**config.mk**
```make
export PLATFORM = sky130hd
export DESIGN_NAME = ipv4_header_generator
export DESIGN_NICKNAME = d
export VERILOG_FILES = /design/src/hdl/ihg_pkg.sv /design/src/hdl/ihg_front.sv /design/src/hdl/ihg_queue.sv /design/src/hdl/ihg_back.sv /design/src/hdl/ipv4_header_generator.sv
export SDC_FILE = /design/constraint.sdc
export NUM_CORES = 1
export LEC_CHECK = 0
export BUFFER_PORTS_ARGS = -buffer_cell sky130_fd_sc_hd__buf_2
export CAP_MARGIN = 15
export CELL_PAD_IN_SITES_DETAIL_PLACEMENT = 0
export CELL_PAD_IN_SITES_GLOBAL_PLACEMENT = 2
export CORE_UTILIZATION = 45
export DETAILED_ROUTE_END_ITERATION = 7
export PLACE_DENSITY = 0.82
export SLEW_MARGIN = 0
export SYNTH_ARGS = -nofsm -noshare
export SYNTH_HDL_FRONTEND = slang
export SYNTH_SLANG_ARGS = --single-unit
```
**constraint.sdc**
```tcl
create_clock -name i_clk -period 11.7 [get_ports i_clk]
set_input_delay 0.585 -clock i_clk [delete_from_list [all_inputs] [get_ports i_clk]]
set_output_delay 0.585 -clock i_clk [all_outputs]
set_load 0.005 [all_outputs]
```
**src/hdl/ihg_pkg.sv**
```systemverilog
// ihg_pkg: types, constants and header word positions shared by the
// ipv4 header generator modules; no dependencies
`timescale 1ns / 1ps
`default_nettype none

package ihg_pkg;

    // default payload limit in bytes
    localparam int MTU_DEFAULT = 1480;

    // config port geometry
    localparam int CFG_IDX_W  = 8;
    localparam int CFG_DATA_W = 32;

    // config register indexes
    localparam logic [CFG_IDX_W-1:0] REG_LOCAL_ADDR   = 8'd0;
    localparam logic [CFG_IDX_W-1:0] REG_SUBNET_MASK  = 8'd1;
    localparam logic [CFG_IDX_W-1:0] REG_GATEWAY_ADDR = 8'd2;
    localparam logic [CFG_IDX_W-1:0] REG_TTL_VALUE    = 8'd3;

    localparam logic [7:0] TTL_RESET = 8'd64;

    // fixed header contents
    localparam logic [15:0] HDR_BYTES   = 16'd20;
    localparam logic [15:0] VER_IHL_TOS = 16'h4500;
    localparam logic [15:0] ZERO_WORD   = 16'h0000;

    // word positions within the header
    localparam int IDX_W = 4;
    localparam logic [IDX_W-1:0] WPOS_VER_TOS   = 4'd0;
    localparam logic [IDX_W-1:0] WPOS_TOT_LEN   = 4'd1;
    localparam logic [IDX_W-1:0] WPOS_IDENT     = 4'd2;
    localparam logic [IDX_W-1:0] WPOS_FRAG      = 4'd3;
    localparam logic [IDX_W-1:0] WPOS_TTL_PROTO = 4'd4;
    localparam logic [IDX_W-1:0] WPOS_CSUM      = 4'd5;
    localparam logic [IDX_W-1:0] WPOS_SRC_HI    = 4'd6;
    localparam logic [IDX_W-1:0] WPOS_SRC_LO    = 4'd7;
    localparam logic [IDX_W-1:0] WPOS_DST_HI    = 4'd8;
    localparam logic [IDX_W-1:0] WPOS_DST_LO    = 4'd9;
    localparam logic [IDX_W-1:0] WPOS_LAST      = WPOS_DST_LO;

    // config register set seen by the front
    typedef struct packed {
        logic [31:0] local_addr;
        logic [31:0] subnet_mask;
        logic [31:0] gateway_addr;
        logic [7:0]  ttl_value;
    } t_cfg;

    // one fully built header waiting to be sent
    typedef struct packed {
        logic [15:0] pkt_len;
        logic [15:0] pkt_id;
        logic [15:0] ttl_proto;
        logic [15:0] csum;
        logic [31:0] src_addr;
        logic [31:0] dst_addr;
        logic [31:0] hop_addr;
    } t_hdr_entry;

    // front status for monitoring
    typedef struct packed {
        logic [15:0] pkt_id;
        logic        stage_a_valid;
        logic        stage_b_valid;
    } t_front_status;

endpackage

`default_nettype wire

```
**src/hdl/ihg_front.sv**
```systemverilog
// ihg_front: accepts send requests, drops them when unconfigured, and
// builds the header fields and checksum in two stages; uses ihg_pkg
`timescale 1ns / 1ps
`default_nettype none

module ihg_front #(
    parameter int MTU_BYTES = ihg_pkg::MTU_DEFAULT
) (
    input  wire                     i_clk,
    input  wire                     i_rst_n,
    input  wire ihg_pkg::t_cfg      i_cfg,
    input  wire                     i_valid,
    output logic                    o_ready,
    input  wire [31:0]              i_dest_addr,
    input  wire [7:0]               i_proto_num,
    input  wire [15:0]              i_payload_len,
    output logic                    o_q_valid,
    input  wire                     i_q_ready,
    output ihg_pkg::t_hdr_entry     o_entry,
    output ihg_pkg::t_front_status  o_status
);
    import ihg_pkg::*;

    localparam logic [15:0] MTU_LIMIT = 16'(MTU_BYTES);

    logic        r_a_valid;
    logic [15:0] r_a_len;
    logic [15:0] r_a_id;
    logic [15:0] r_a_ttl_proto;
    logic [31:0] r_a_src;
    logic [31:0] r_a_dst;
    logic [31:0] r_a_hop;
    logic [18:0] r_a_part;
    logic [15:0] r_pkt_id;

    logic        r_b_valid;
    t_hdr_entry  r_b_entry;

    logic        w_a_ready;
    logic        w_b_ready;
    logic        w_accept;
    logic        w_load_a;
    logic [15:0] w_plen_sat;
    logic [15:0] w_ttl_proto;
    logic [31:0] w_hop;
    logic [18:0] w_part;
    logic [19:0] w_sum;
    logic [16:0] w_fold1;
    logic [15:0] w_fold2;

    // stall chain from the queue back to the input
    assign w_b_ready = !r_b_valid || i_q_ready;
    assign w_a_ready = !r_a_valid || w_b_ready;
    assign o_ready   = w_a_ready;
    assign w_accept  = i_valid && w_a_ready;
    assign w_load_a  = w_accept && (i_cfg.local_addr != 32'd0);

    // length clamp, next hop and partial checksum of the address words
    always_comb begin
        w_plen_sat  = (i_payload_len > MTU_LIMIT) ? MTU_LIMIT : i_payload_len;
        w_ttl_proto = {i_cfg.ttl_value, i_proto_num};
        w_hop       = ((i_dest_addr & i_cfg.subnet_mask) ==
                       (i_cfg.local_addr & i_cfg.subnet_mask)) ?
                      i_dest_addr : i_cfg.gateway_addr;
        w_part      = 19'(i_cfg.local_addr[31:16]) + 19'(i_cfg.local_addr[15:0]) +
                      19'(i_dest_addr[31:16]) + 19'(i_dest_addr[15:0]) +
                      19'(w_ttl_proto);
    end

    // stage a control and identification counter
    always_ff @(posedge i_clk) begin
        if (!i_rst_n) begin
            r_a_valid <= 1'b0;
            r_pkt_id  <= 16'd0;
        end else begin
            if (w_a_ready) begin
                r_a_valid <= w_load_a;
            end
            if (w_load_a) begin
                r_pkt_id <= r_pkt_id + 16'd1;
            end
        end
    end

    // stage a payload
    always_ff @(posedge i_clk) begin
        if (w_load_a) begin
            r_a_len       <= HDR_BYTES + w_plen_sat;
            r_a_id        <= r_pkt_id;
            r_a_ttl_proto <= w_ttl_proto;
            r_a_src       <= i_cfg.local_addr;
            r_a_dst       <= i_dest_addr;
            r_a_hop       <= w_hop;
            r_a_part      <= w_part;
        end
    end

    // remaining sum terms and carry fold
    always_comb begin
        w_sum   = 20'(r_a_part) + 20'(VER_IHL_TOS) + 20'(r_a_len) + 20'(r_a_id);
        w_fold1 = 17'(w_sum[15:0]) + 17'(w_sum[19:16]);
        w_fold2 = w_fold1[15:0] + 16'(w_fold1[16]);
    end

    // stage b control
    always_ff @(posedge i_clk) begin
        if (!i_rst_n) begin
            r_b_valid <= 1'b0;
        end else if (w_b_ready) begin
            r_b_valid <= r_a_valid;
        end
    end

    // stage b payload
    always_ff @(posedge i_clk) begin
        if (r_a_valid && w_b_ready) begin
            r_b_entry.pkt_len   <= r_a_len;
            r_b_entry.pkt_id    <= r_a_id;
            r_b_entry.ttl_proto <= r_a_ttl_proto;
            r_b_entry.csum      <= ~w_fold2;
            r_b_entry.src_addr  <= r_a_src;
            r_b_entry.dst_addr  <= r_a_dst;
            r_b_entry.hop_addr  <= r_a_hop;
        end
    end

    assign o_q_valid = r_b_valid;
    assign o_entry   = r_b_entry;

    assign o_status.pkt_id        = r_pkt_id;
    assign o_status.stage_a_valid = r_a_valid;
    assign o_status.stage_b_valid = r_b_valid;

endmodule

`default_nettype wire

```
**src/hdl/ihg_queue.sv**
```systemverilog
// ihg_queue: two-entry queue of built headers between front and back
// uses ihg_pkg for the entry type
`timescale 1ns / 1ps
`default_nettype none

module ihg_queue (
    input  wire                  i_clk,
    input  wire                  i_rst_n,
    input  wire                  i_push,
    input  wire ihg_pkg::t_hdr_entry i_entry,
    output logic                 o_full,
    input  wire                  i_pop,
    output logic                 o_valid,
    output ihg_pkg::t_hdr_entry  o_entry
);
    import ihg_pkg::*;

    t_hdr_entry  r_mem [2];
    logic        r_wr_ptr;
    logic        r_rd_ptr;
    logic [1:0]  r_count;
    logic        w_push;
    logic        w_pop;

    assign o_full  = (r_count == 2'd2);
    assign o_valid = (r_count != 2'd0);
    assign w_push  = i_push && !o_full;
    assign w_pop   = i_pop && o_valid;
    assign o_entry = r_mem[r_rd_ptr];

    // pointers and fill count
    always_ff @(posedge i_clk) begin
        if (!i_rst_n) begin
            r_wr_ptr <= 1'b0;
            r_rd_ptr <= 1'b0;
            r_count  <= 2'd0;
        end else begin
            if (w_push) begin
                r_wr_ptr <= ~r_wr_ptr;
            end
            if (w_pop) begin
                r_rd_ptr <= ~r_rd_ptr;
            end
            r_count <= r_count + 2'(w_push) - 2'(w_pop);
        end
    end

    // storage
    always_ff @(posedge i_clk) begin
        if (w_push) begin
            r_mem[r_wr_ptr] <= i_entry;
        end
    end

endmodule

`default_nettype wire

```
**src/hdl/ihg_back.sv**
```systemverilog
// ihg_back: sends one queued header as ten 16-bit words with the next hop
// uses ihg_pkg for the entry type and word positions
`timescale 1ns / 1ps
`default_nettype none

module ihg_back (
    input  wire                      i_clk,
    input  wire                      i_rst_n,
    input  wire                      i_q_valid,
    input  wire ihg_pkg::t_hdr_entry i_entry,
    output logic                     o_pop,
    output logic                     o_valid,
    input  wire                      i_ready,
    output logic [15:0]              o_header_word,
    output logic [ihg_pkg::IDX_W-1:0] o_word_index,
    output logic [31:0]              o_hop_addr,
    output logic                     o_last_word
);
    import ihg_pkg::*;

    logic             r_busy;
    logic [IDX_W-1:0] r_idx;
    t_hdr_entry       r_entry;
    logic             w_adv;
    logic             w_done;
    logic             w_load;

    assign w_adv  = r_busy && i_ready;
    assign w_done = w_adv && (r_idx == WPOS_LAST);
    assign w_load = i_q_valid && (!r_busy || w_done);
    assign o_pop  = w_load;

    // word counter, next header is loaded as the last word leaves
    always_ff @(posedge i_clk) begin
        if (!i_rst_n) begin
            r_busy <= 1'b0;
            r_idx  <= WPOS_VER_TOS;
        end else if (w_load) begin
            r_busy <= 1'b1;
            r_idx  <= WPOS_VER_TOS;
        end else if (w_done) begin
            r_busy <= 1'b0;
        end else if (w_adv) begin
            r_idx <= r_idx + 4'd1;
        end
    end

    // header being sent
    always_ff @(posedge i_clk) begin
        if (w_load) begin
            r_entry <= i_entry;
        end
    end

    // word select
    always_comb begin
        case (r_idx)
            WPOS_VER_TOS:   o_header_word = VER_IHL_TOS;
            WPOS_TOT_LEN:   o_header_word = r_entry.pkt_len;
            WPOS_IDENT:     o_header_word = r_entry.pkt_id;
            WPOS_FRAG:      o_header_word = ZERO_WORD;
            WPOS_TTL_PROTO: o_header_word = r_entry.ttl_proto;
            WPOS_CSUM:      o_header_word = r_entry.csum;
            WPOS_SRC_HI:    o_header_word = r_entry.src_addr[31:16];
            WPOS_SRC_LO:    o_header_word = r_entry.src_addr[15:0];
            WPOS_DST_HI:    o_header_word = r_entry.dst_addr[31:16];
            WPOS_DST_LO:    o_header_word = r_entry.dst_addr[15:0];
            default:        o_header_word = ZERO_WORD;
        endcase
    end

    assign o_valid      = r_busy;
    assign o_word_index = r_idx;
    assign o_hop_addr   = r_entry.hop_addr;
    assign o_last_word  = (r_idx == WPOS_LAST);

endmodule

`default_nettype wire

```
**src/hdl/ipv4_header_generator.sv**
```systemverilog
// ipv4_header_generator: top level with config registers, front, queue
// and back; uses ihg_pkg, ihg_front, ihg_queue, ihg_back
`timescale 1ns / 1ps
`default_nettype none

// Builds a 20-byte IPv4 header per send request and streams it as ten
// big-endian 16-bit words (word_index 0 to 9, tlast on the tenth), each
// tagged with the next hop: the destination when it shares the local
// subnet, else the gateway. Payload length is clamped to MTU_BYTES before
// the total length is formed; the checksum is the folded ones-complement
// sum. Requests arriving while local_addr is zero are taken and dropped
// without output and do not advance the identification counter. Words
// leave one per cycle while m_axis_tready is high. Requests are taken
// back to back while s_axis_tready is high and pass a two-stage front
// (stage a, stage b), a two-entry queue and the back's header register
// before the first word; successive headers follow with no gap. Config
// writes are always ready and must be made only while the block is idle.
module ipv4_header_generator #(
    parameter int MTU_BYTES = ihg_pkg::MTU_DEFAULT
) (
    input  wire                            i_clk,
    input  wire                            i_rst_n,
    // config write channel
    input  wire                            i_cfg_valid,
    output logic                           o_cfg_ready,
    input  wire [ihg_pkg::CFG_IDX_W-1:0]   i_cfg_index,
    input  wire [ihg_pkg::CFG_DATA_W-1:0]  i_cfg_data,
    // request stream
    input  wire                            s_axis_tvalid,
    output logic                           s_axis_tready,
    input  wire [55:0]                     s_axis_tdata,   // dest_addr, proto_num, payload_len
    // header word stream
    output logic                           m_axis_tvalid,
    input  wire                            m_axis_tready,
    output logic [55:0]                    m_axis_tdata,   // header_word, word_index, hop_addr, pad
    output logic                           m_axis_tlast    // last_word
);
    import ihg_pkg::*;

    t_cfg            r_cfg;
    t_hdr_entry      w_front_entry;
    t_hdr_entry      w_q_entry;
    t_front_status   w_status;
    logic            w_front_valid;
    logic            w_q_full;
    logic            w_q_valid;
    logic            w_pop;
    logic [15:0]     w_header_word;
    logic [IDX_W-1:0] w_word_index;
    logic [31:0]     w_hop_addr;

    // config registers
    assign o_cfg_ready = 1'b1;

    always_ff @(posedge i_clk) begin
        if (!i_rst_n) begin
            r_cfg.local_addr   <= 32'd0;
            r_cfg.subnet_mask  <= 32'd0;
            r_cfg.gateway_addr <= 32'd0;
            r_cfg.ttl_value    <= TTL_RESET;
        end else if (i_cfg_valid) begin
            case (i_cfg_index)
                REG_LOCAL_ADDR:   r_cfg.local_addr   <= i_cfg_data;
                REG_SUBNET_MASK:  r_cfg.subnet_mask  <= i_cfg_data;
                REG_GATEWAY_ADDR: r_cfg.gateway_addr <= i_cfg_data;
                REG_TTL_VALUE:    r_cfg.ttl_value    <= i_cfg_data[7:0];
                default:          ;
            endcase
        end
    end

    // request intake and header build
    ihg_front #(
        .MTU_BYTES (MTU_BYTES)
    ) u_front (
        .i_clk         (i_clk),
        .i_rst_n       (i_rst_n),
        .i_cfg         (r_cfg),
        .i_valid       (s_axis_tvalid),
        .o_ready       (s_axis_tready),
        .i_dest_addr   (s_axis_tdata[31:0]),
        .i_proto_num   (s_axis_tdata[39:32]),
        .i_payload_len (s_axis_tdata[55:40]),
        .o_q_valid     (w_front_valid),
        .i_q_ready     (!w_q_full),
        .o_entry       (w_front_entry),
        .o_status      (w_status)
    );

    // header queue
    ihg_queue u_queue (
        .i_clk   (i_clk),
        .i_rst_n (i_rst_n),
        .i_push  (w_front_valid),
        .i_entry (w_front_entry),
        .o_full  (w_q_full),
        .i_pop   (w_pop),
        .o_valid (w_q_valid),
        .o_entry (w_q_entry)
    );

    // word serializer
    ihg_back u_back (
        .i_clk         (i_clk),
        .i_rst_n       (i_rst_n),
        .i_q_valid     (w_q_valid),
        .i_entry       (w_q_entry),
        .o_pop         (w_pop),
        .o_valid       (m_axis_tvalid),
        .i_ready       (m_axis_tready),
        .o_header_word (w_header_word),
        .o_word_index  (w_word_index),
        .o_hop_addr    (w_hop_addr),
        .o_last_word   (m_axis_tlast)
    );

    assign m_axis_tdata = {4'd0, w_hop_addr, w_word_index, w_header_word};

    // checks

    // a dropped request leaves the identification counter alone
    a_drop_keeps_id: assert property (@(posedge i_clk) disable iff (!i_rst_n)
        s_axis_tvalid && s_axis_tready && (r_cfg.local_addr == 32'd0)
        |=> $stable(w_status.pkt_id))
        else $error("identification advanced on a dropped request");

    // front never offers a header to a full queue without being held
    a_no_overflow: assert property (@(posedge i_clk) disable iff (!i_rst_n)
        w_front_valid && w_q_full |=> w_front_valid && $stable(w_front_entry))
        else $error("header lost at the queue");

    // words inside a header come out in order without a break
    a_word_order: assert property (@(posedge i_clk) disable iff (!i_rst_n)
        m_axis_tvalid && m_axis_tready && !m_axis_tlast
        |=> m_axis_tvalid && (w_word_index == $past(w_word_index) + 4'd1))
        else $error("header word sequence broken");

    // tlast marks exactly the final word position
    a_last_pos: assert property (@(posedge i_clk) disable iff (!i_rst_n)
        m_axis_tvalid |-> (m_axis_tlast == (w_word_index == WPOS_LAST)))
        else $error("tlast not on the final word");

endmodule

`default_nettype wire
```
### Word level (Yosys, flattened, before mapping)

Memory sizes are Yosys's and may differ from the RTL's. A register that Yosys moved wholly into a read port is not among the register bits.
Cells that the tools add are included.

| storage, ports and cells | value |
|---|---|
| input bits | 101 |
| flip-flop bits (word level) | 454 |
| word-level logic and storage cells | 95 |
| memories kept | 1 |
| output and inout port bits | 60 |
| bits in writable memories | 320 |

| operators by class | value |
|---|---|
| order comparisons | 1 |
| reduce and logical (&&, ||, !) cells | 26 |
| $add $sub $neg | 14 |
| bitwise logic cells | 7 |
| mux-type cells | 7 |
| equal/unequal tests | 13 |

Memories:

| name | depth | width | read ports | clocked after Yosys merged registers in | write ports | RTL line | text |
|---|---|---|---|---|---|---|---|
| u_queue.r_mem | 2 | 160 | 1 | 1 | 1 | ihg_queue.sv:18 | `t_hdr_entry r_mem [2];` |

Operators with widths:

| kind | number |
|---|---|
| $pmux 16 s9 | 1 |
| $and 32x32->32 | 2 |
| $add 19x16->19 | 3 |
| $add 20x16->20 | 2 |
| $eq 32x32->1 | 1 |
| $mux 32 | 1 |
| $reduce_bool 32->1 | 1 |
| $add 19x15->20 const B | 1 |
| $add 16x16->17 | 1 |
| $add 16x4->17 | 1 |
| $add 16x1->16 | 1 |
| $add 16x1->16 const B | 1 |
| $add 5x16->16 const A | 1 |
| $eq 4x3->1 const B | 4 |
| $eq 8x2->1 const B | 2 |
| $gt 16x11->1 const B | 1 |
| $mux 16 | 1 |
| $not 16->16 | 1 |
| $reduce_and 2->1 | 5 |
| $eq 4x4->1 const B | 2 |
| $eq 8x1->1 const B | 1 |
| $logic_and 1x1->1 | 8 |
| $logic_not 8->1 | 1 |
| $add 4x1->4 const B | 1 |
| 12 further kinds | 24 |

### Depth between registers and ports, before layout

| depth | value |
|---|---|
| depth in word-level cells | 6 |
| depth in mapped cells | 31 |
| depth with buffers taken out | 30 |

### Modules after synthesis

From an unflattened synthesis, not the netlist that was laid out.

| second synthesis, totals | value |
|---|---|
| cells, all modules | 2247 |
| area, all modules | 37933.9 um^2 |

By module, submodules not included:

| module | times used | sequential area each (um^2) | area an instance (um^2) | cells an instance |
|---|---|---|---|---|
| ihg_front | 1 | 10059.6 | 15398.5 | 968 |
| ihg_queue | 1 | 9709.3 | 12185.4 | 524 |
| ihg_back | 1 | 4904.7 | 6352.3 | 370 |
| ipv4_header_generator | 1 | 2082.0 | 3997.6 | 385 |

### Worst setup path after synthesis

OpenSTA, ideal clock, no wires.

| path | value |
|---|---|
| path type | flip-flop to flip-flop |
| start point | register u_queue.r_count[0] |
| end point | register u_front.r_b_entry (netlist bit u_front.o_entry[0]) (enable) |
| setup slack | 3.373 ns |
| data arrival time | 7.625 ns |
| library setup time | 0.702 ns |
| path buffers | 0 |
| clock period less this slack | 8.327 ns |
| required time | 10.998 ns |
| stages on the path, launching flop included | 3 |
| path through | dfxtp_1 -> and3b_1 -> nor2b_1 |

| on the way | value |
|---|---|
| longest elaborated chain between the ends | 4 |

Ends and longest elaborated chain:

| element | RTL line | text |
|---|---|---|
| start, declared | ihg_queue.sv:21 | `logic [1:0] r_count;` |
| start signal, assigned | ihg_queue.sv:44 | `r_count <= r_count + 2'(w_push) - 2'(w_pop);` |
| $eq 2x2->1 | ihg_queue.sv:25 | `assign o_full = (r_count == 2'd2);` |
| $logic_not 1->1 | ipv4_header_generator.sv:85 | `.i_q_ready (!w_q_full),` |
| $logic_or 1x1->1 | ihg_front.sv:52 | `assign w_b_ready = !r_b_valid \|\| i_q_ready;` |
| $logic_and 1x1->1 | ihg_front.sv:116 | `if (r_a_valid && w_b_ready) begin` |
| end, declared | ihg_front.sv:37 | `t_hdr_entry r_b_entry;` |

No other way between the ends.
A chain may end at the register's enable or synchronous reset.

### Worst setup path after layout

| path | value |
|---|---|
| start point | register u_front.r_a_id[9] |
| end point | register u_front.r_b_entry (netlist bit u_front.o_entry[108]), data pin |

| on the way | value |
|---|---|
| longest elaborated chain between the ends | 4 |

Ends and longest elaborated chain:

| element | RTL line | text |
|---|---|---|
| start, declared | ihg_front.sv:28 | `logic [15:0] r_a_id;` |
| start signal, assigned | ihg_front.sv:89 | `r_a_id <= r_pkt_id;` |
| $add 20x16->20 | ihg_front.sv:100 | `w_sum = 20'(r_a_part) + 20'(VER_IHL_TOS) + 20'(r_a_len) + 20'(r_a_id);` |
| $add 16x4->17 | ihg_front.sv:101 | `w_fold1 = 17'(w_sum[15:0]) + 17'(w_sum[19:16]);` |
| $add 16x1->16 | ihg_front.sv:102 | `w_fold2 = w_fold1[15:0] + 16'(w_fold1[16]);` |
| $not 16->16 | ihg_front.sv:120 | `r_b_entry.csum <= ~w_fold2;` |

No other way between the ends.

==> impl_metrics.csv <==
group,metric,value,unit
timing,final.min_clock_period,7050,ps
power_and_ir_drop,p_clk_share,37.2,%
timing,setup_viol,0,
route,ant_nets,0,
power_and_ir_drop,p_seq_share,50.6,%
floorplan,fp.dieH,291,um
worst_setup_path,cpPeakStageDelay,590,ps
logic_synthesis,ys_types,74,
worst_setup_path,r2r_end,"u_front.o_entry[108]",
route,routedWlPerCell,23.7,um
worst_setup_path,r2r_slack,4650,ps
run,cap_violations,0,
global_route,grt_use_met1,30.1,%
clock_network,cts_resized,0,
global_route,overflow,0,
clock_network,cts_tree,"yes",
global_route,grtUsageMet2,32.7,%
clock_network,h-tree-depth,3,
worst_setup_path,cp_top_family,"simple AND/OR/NAND/NOR gates",
global_route,antenna_found_initial,1,
finish,antennaDiodeCount,0,
clock_network,clkSinkCount,934,
power_and_ir_drop,p_switching,1.98,mW
timing,slew_headroom,24.1,%
finish,layout_commonest_cell,"edfxtp_1",
floorplan,die_area,84800,um^2
clock_network,ctsHoldBuffers,0,
power_and_ir_drop,vdd_drop_max,0.221,mV
clock_network,clk_latency,670,ps
clock_network,post_cts_buffers,0,
clock_network,cts-root-buf,"clkbuf_16",
placement,dpl.hpwl,60.5,mm
logic_synthesis,ys_ff_latch,934,
route,vias,20100,
route,drc,0,
clock_network,ctsLongestPathBuffers,3,
worst_setup_path,arrival,7460,ps
finish,fin_nets,2841,
clock_network,path_clk_slew,60,ps
global_route,grt_pass1_wl,130,mm
logic_synthesis,syn_area,37600,um^2
outcome,status,"finished, final reports clean",
timing,fmax,142,MHz
worst_setup_path,startpoint,"u_front.r_a_id[9]",
route,drt-initial-drc-count,1570,
worst_setup_path,rr_worst_depth,28,
finish,layout_common_cells,"edfxtp_1 (803), nand2_1 (242), mux2_2 (192)",
global_route,grt_max_degree,162,
worst_setup_path,start_kind,"flip-flop",
floorplan,die_x,291,um
logic_synthesis,synth_edf_count,803,
logic_synthesis,syn-mean-instance-area,15.5,um^2
worst_setup_path,slowest_stage,"a21oi_1",
route,vias_per_cell,5.33,
floorplan,num_io_pins,161,
worst_setup_path,critPathBufInv,3,
timing,setup_tns,0,ps
worst_setup_path,endpoint,"u_front.o_entry[108]",
worst_setup_path,reg2reg_from,"u_front.r_a_id[9]",
floorplan,start_util,45.7,%
route,routed_wl,89.1,mm
power_and_ir_drop,combPwrFrac,12.2,%
timing,hold_viol,0,
logic_synthesis,syn-instance-count,2435,
global_route,use_met3,4.18,%
logic_synthesis,yosysSeqAreaShare,71.0,%
logic_synthesis,synthArstFlopShare,0,%
route,firstDrtPassIters,7,
worst_setup_path,cp_max_fo,8,
logic_synthesis,ys_warn_count,0,
worst_setup_path,required,12100,ps
timing,final.setup_skew,28.0,ps
timing,worstMarginPinSlew,1140,ps
hold_path,hp-start,"s_axis_tdata[32]",
worst_setup_path,worstSetupPathDepth,28,
timing,final_max_slew_viol_count,0,
floorplan,core_area,82400,um^2
power_and_ir_drop,p_per_area,189,nW/um^2
global_route,grt_usage,21.0,%
worst_setup_path,worstSetupPathType,"flip-flop to flip-flop",
power_and_ir_drop,switching_share,24.7,%
power_and_ir_drop,p_leak,15.2,nW
logic_synthesis,synth_flop_cell,"edfxtp_1",
finish,syn_to_final_growth,13.3,%
placement,gp_congestion,0.836,
finish,fill_cells,6696,
timing,rsz0062_at_grt,"false",
clock_network,numCtsBuffers,95,
timing,period_share,60.3,%
power_and_ir_drop,design_power_total,8.04,mW
worst_setup_path,end_kind,"flip-flop",
placement,io_buffer_count,155,
floorplan,rows,105,
global_route,grt_pass1_vias,19700,
power_and_ir_drop,power.internal,6.06,mW
global_route,grt_busiest_layer,"met2",
finish,drive_gt1_share,20.3,%
hold_path,worst_hold_path_type,"input port to flip-flop",
-- cell type report --
type / count / area (um^2) / area share [%]
clock buffer: 130 / 2590 / 6.07
tap: 1070 / 1340 / 3.14
inverter: 161 / 609 / 1.43
clock inverter: 48 / 519 / 1.22
multi-input combinational: 1238 / 9830 / 23.1
timing repair buffer: 179 / 1020 / 2.38
sequential: 934 / 26700 / 62.7
-- worst min-delay path by stage --
stage | to | slack (ps) | cells past startpoint
global route | u_front.r_a_ttl_proto[0] | 130 | 1
global placement | u_front.o_entry[63] | 400 | 0
floorplan | u_front.o_entry[0] | 400 | 0
CTS | u_front.r_a_ttl_proto[0] | 120 | 1
detailed placement | u_front.o_entry[112] | 400 | 0
finish | u_front.r_a_ttl_proto[0] | 160 | 1
-- kinds of logic (layout without fill, tap and decap cells) --
kind of cell	Yosys count	count (layout)	share of synthesized area [%]
other cells	2	10	0.0199
mux	203	203	6.04
xor+xnor	112	112	2.67
compound gates	303	303	5.79
flops	934	934	71.0
simple gates	479	479	6.01
fa+ha+maj	131	131	5.37
buf+inv	271	518	3.09
-- cells in the mapped netlist (10+ instances only) --
master,instances,area [um^2]
edfxtp_1,803,24100
nand2_1,242,908
mux2_2,192,2160
inv_1,161,604
dfxtp_1,131,2620
a21boi_0,89,668
ha_1,80,1000
clkbuf_1,67,251
a22oi_1,65,488
xor2_1,63,552
fa_1,51,1020
nor2_1,49,184
xnor2_1,46,403
buf_4,37,278
a21oi_1,34,170
nand3_1,33,165
o21ai_0,30,150
nand4_1,26,163
and2_1,25,156
nor2b_1,18,113
nor3_1,16,80.1
and3_1,13,81.3
nor4_1,13,81.3
a21boi_1,12,90.1
nand2b_1,12,75.1
mux2i_1,11,110
o21a_1,10,75.1
-- power by group through the flow --
| stage | Sequential, mW | Clock (mW) | Combinational (mW) |
|---|---|---|---|
| 6_report | 4.07 | 2.99 | 0.980 |
| 5_1_grt | 4.09 | 3.17 | 1.06 |
| 4_1_cts | 4.07 | 3.04 | 1.00 |
| 3_5_place_dp | 4.14 | 0 | 0.998 |
| 3_3_place_gp | 4.14 | 0 | 0.982 |
| 2_1_floorplan | 4.13 | 0 | 0.692 |
-- worst reg2reg max path: cells and delay by family (launching register included) --
| family | cells | cell delay, ps |
|---|---|---|
| fa+ha+maj | 6 | 2100 |
| flops | 1 | 360 |
| buf+inv | 3 | 200 |
| xor+xnor | 2 | 360 |
| simple gates | 11 | 2280 |
| compound gates | 6 | 1560 |
-- flip-flops by register name, indices dropped and copies added, names as in the netlist --
register	count
r_cfg	104
u_back.o_hop_addr	32
u_back.o_valid	1
u_back.o_word_index	4
u_back.r_entry	128
u_front.o_entry	160
u_front.o_q_valid	1
u_front.r_a_dst	32
u_front.r_a_hop	32
u_front.r_a_id	16
u_front.r_a_len	16
u_front.r_a_part	19
u_front.r_a_src	32
u_front.r_a_ttl_proto	16
u_front.r_a_valid	1
u_front.r_pkt_id	16
u_queue.r_count	2
u_queue.r_mem	320
u_queue.r_rd_ptr	1
u_queue.r_wr_ptr	1
-- metal layers --
metal	wire, um	part of all wire [%]	up-vias
met3	6090	6.8	119
li1	-	-	9238
met5	0	0	-
met1	39500	44	10100
met2	41300	46	608
met4	2120	2.4	0
-- per-stage QoR --
stage | setup WS, ps | hold slack, ps | utilization, % | cells | cell area (um^2)
final | 4650 | 163 | 51.8 | 3760 | 42600
after global routing | 4000 | 128 | 51.8 | 3760 | 42600
after CTS | 4660 | 116 | 51.7 | 3758 | 42600
after detailed placement | 4680 | 405 | 47.9 | 3580 | 39500
after global placement | 4890 | 401 | 47.9 | 3580 | 39500
after floorplan | 3370 | 400 | - | 2443 | 37700
Power figures use the tool's default switching activity.
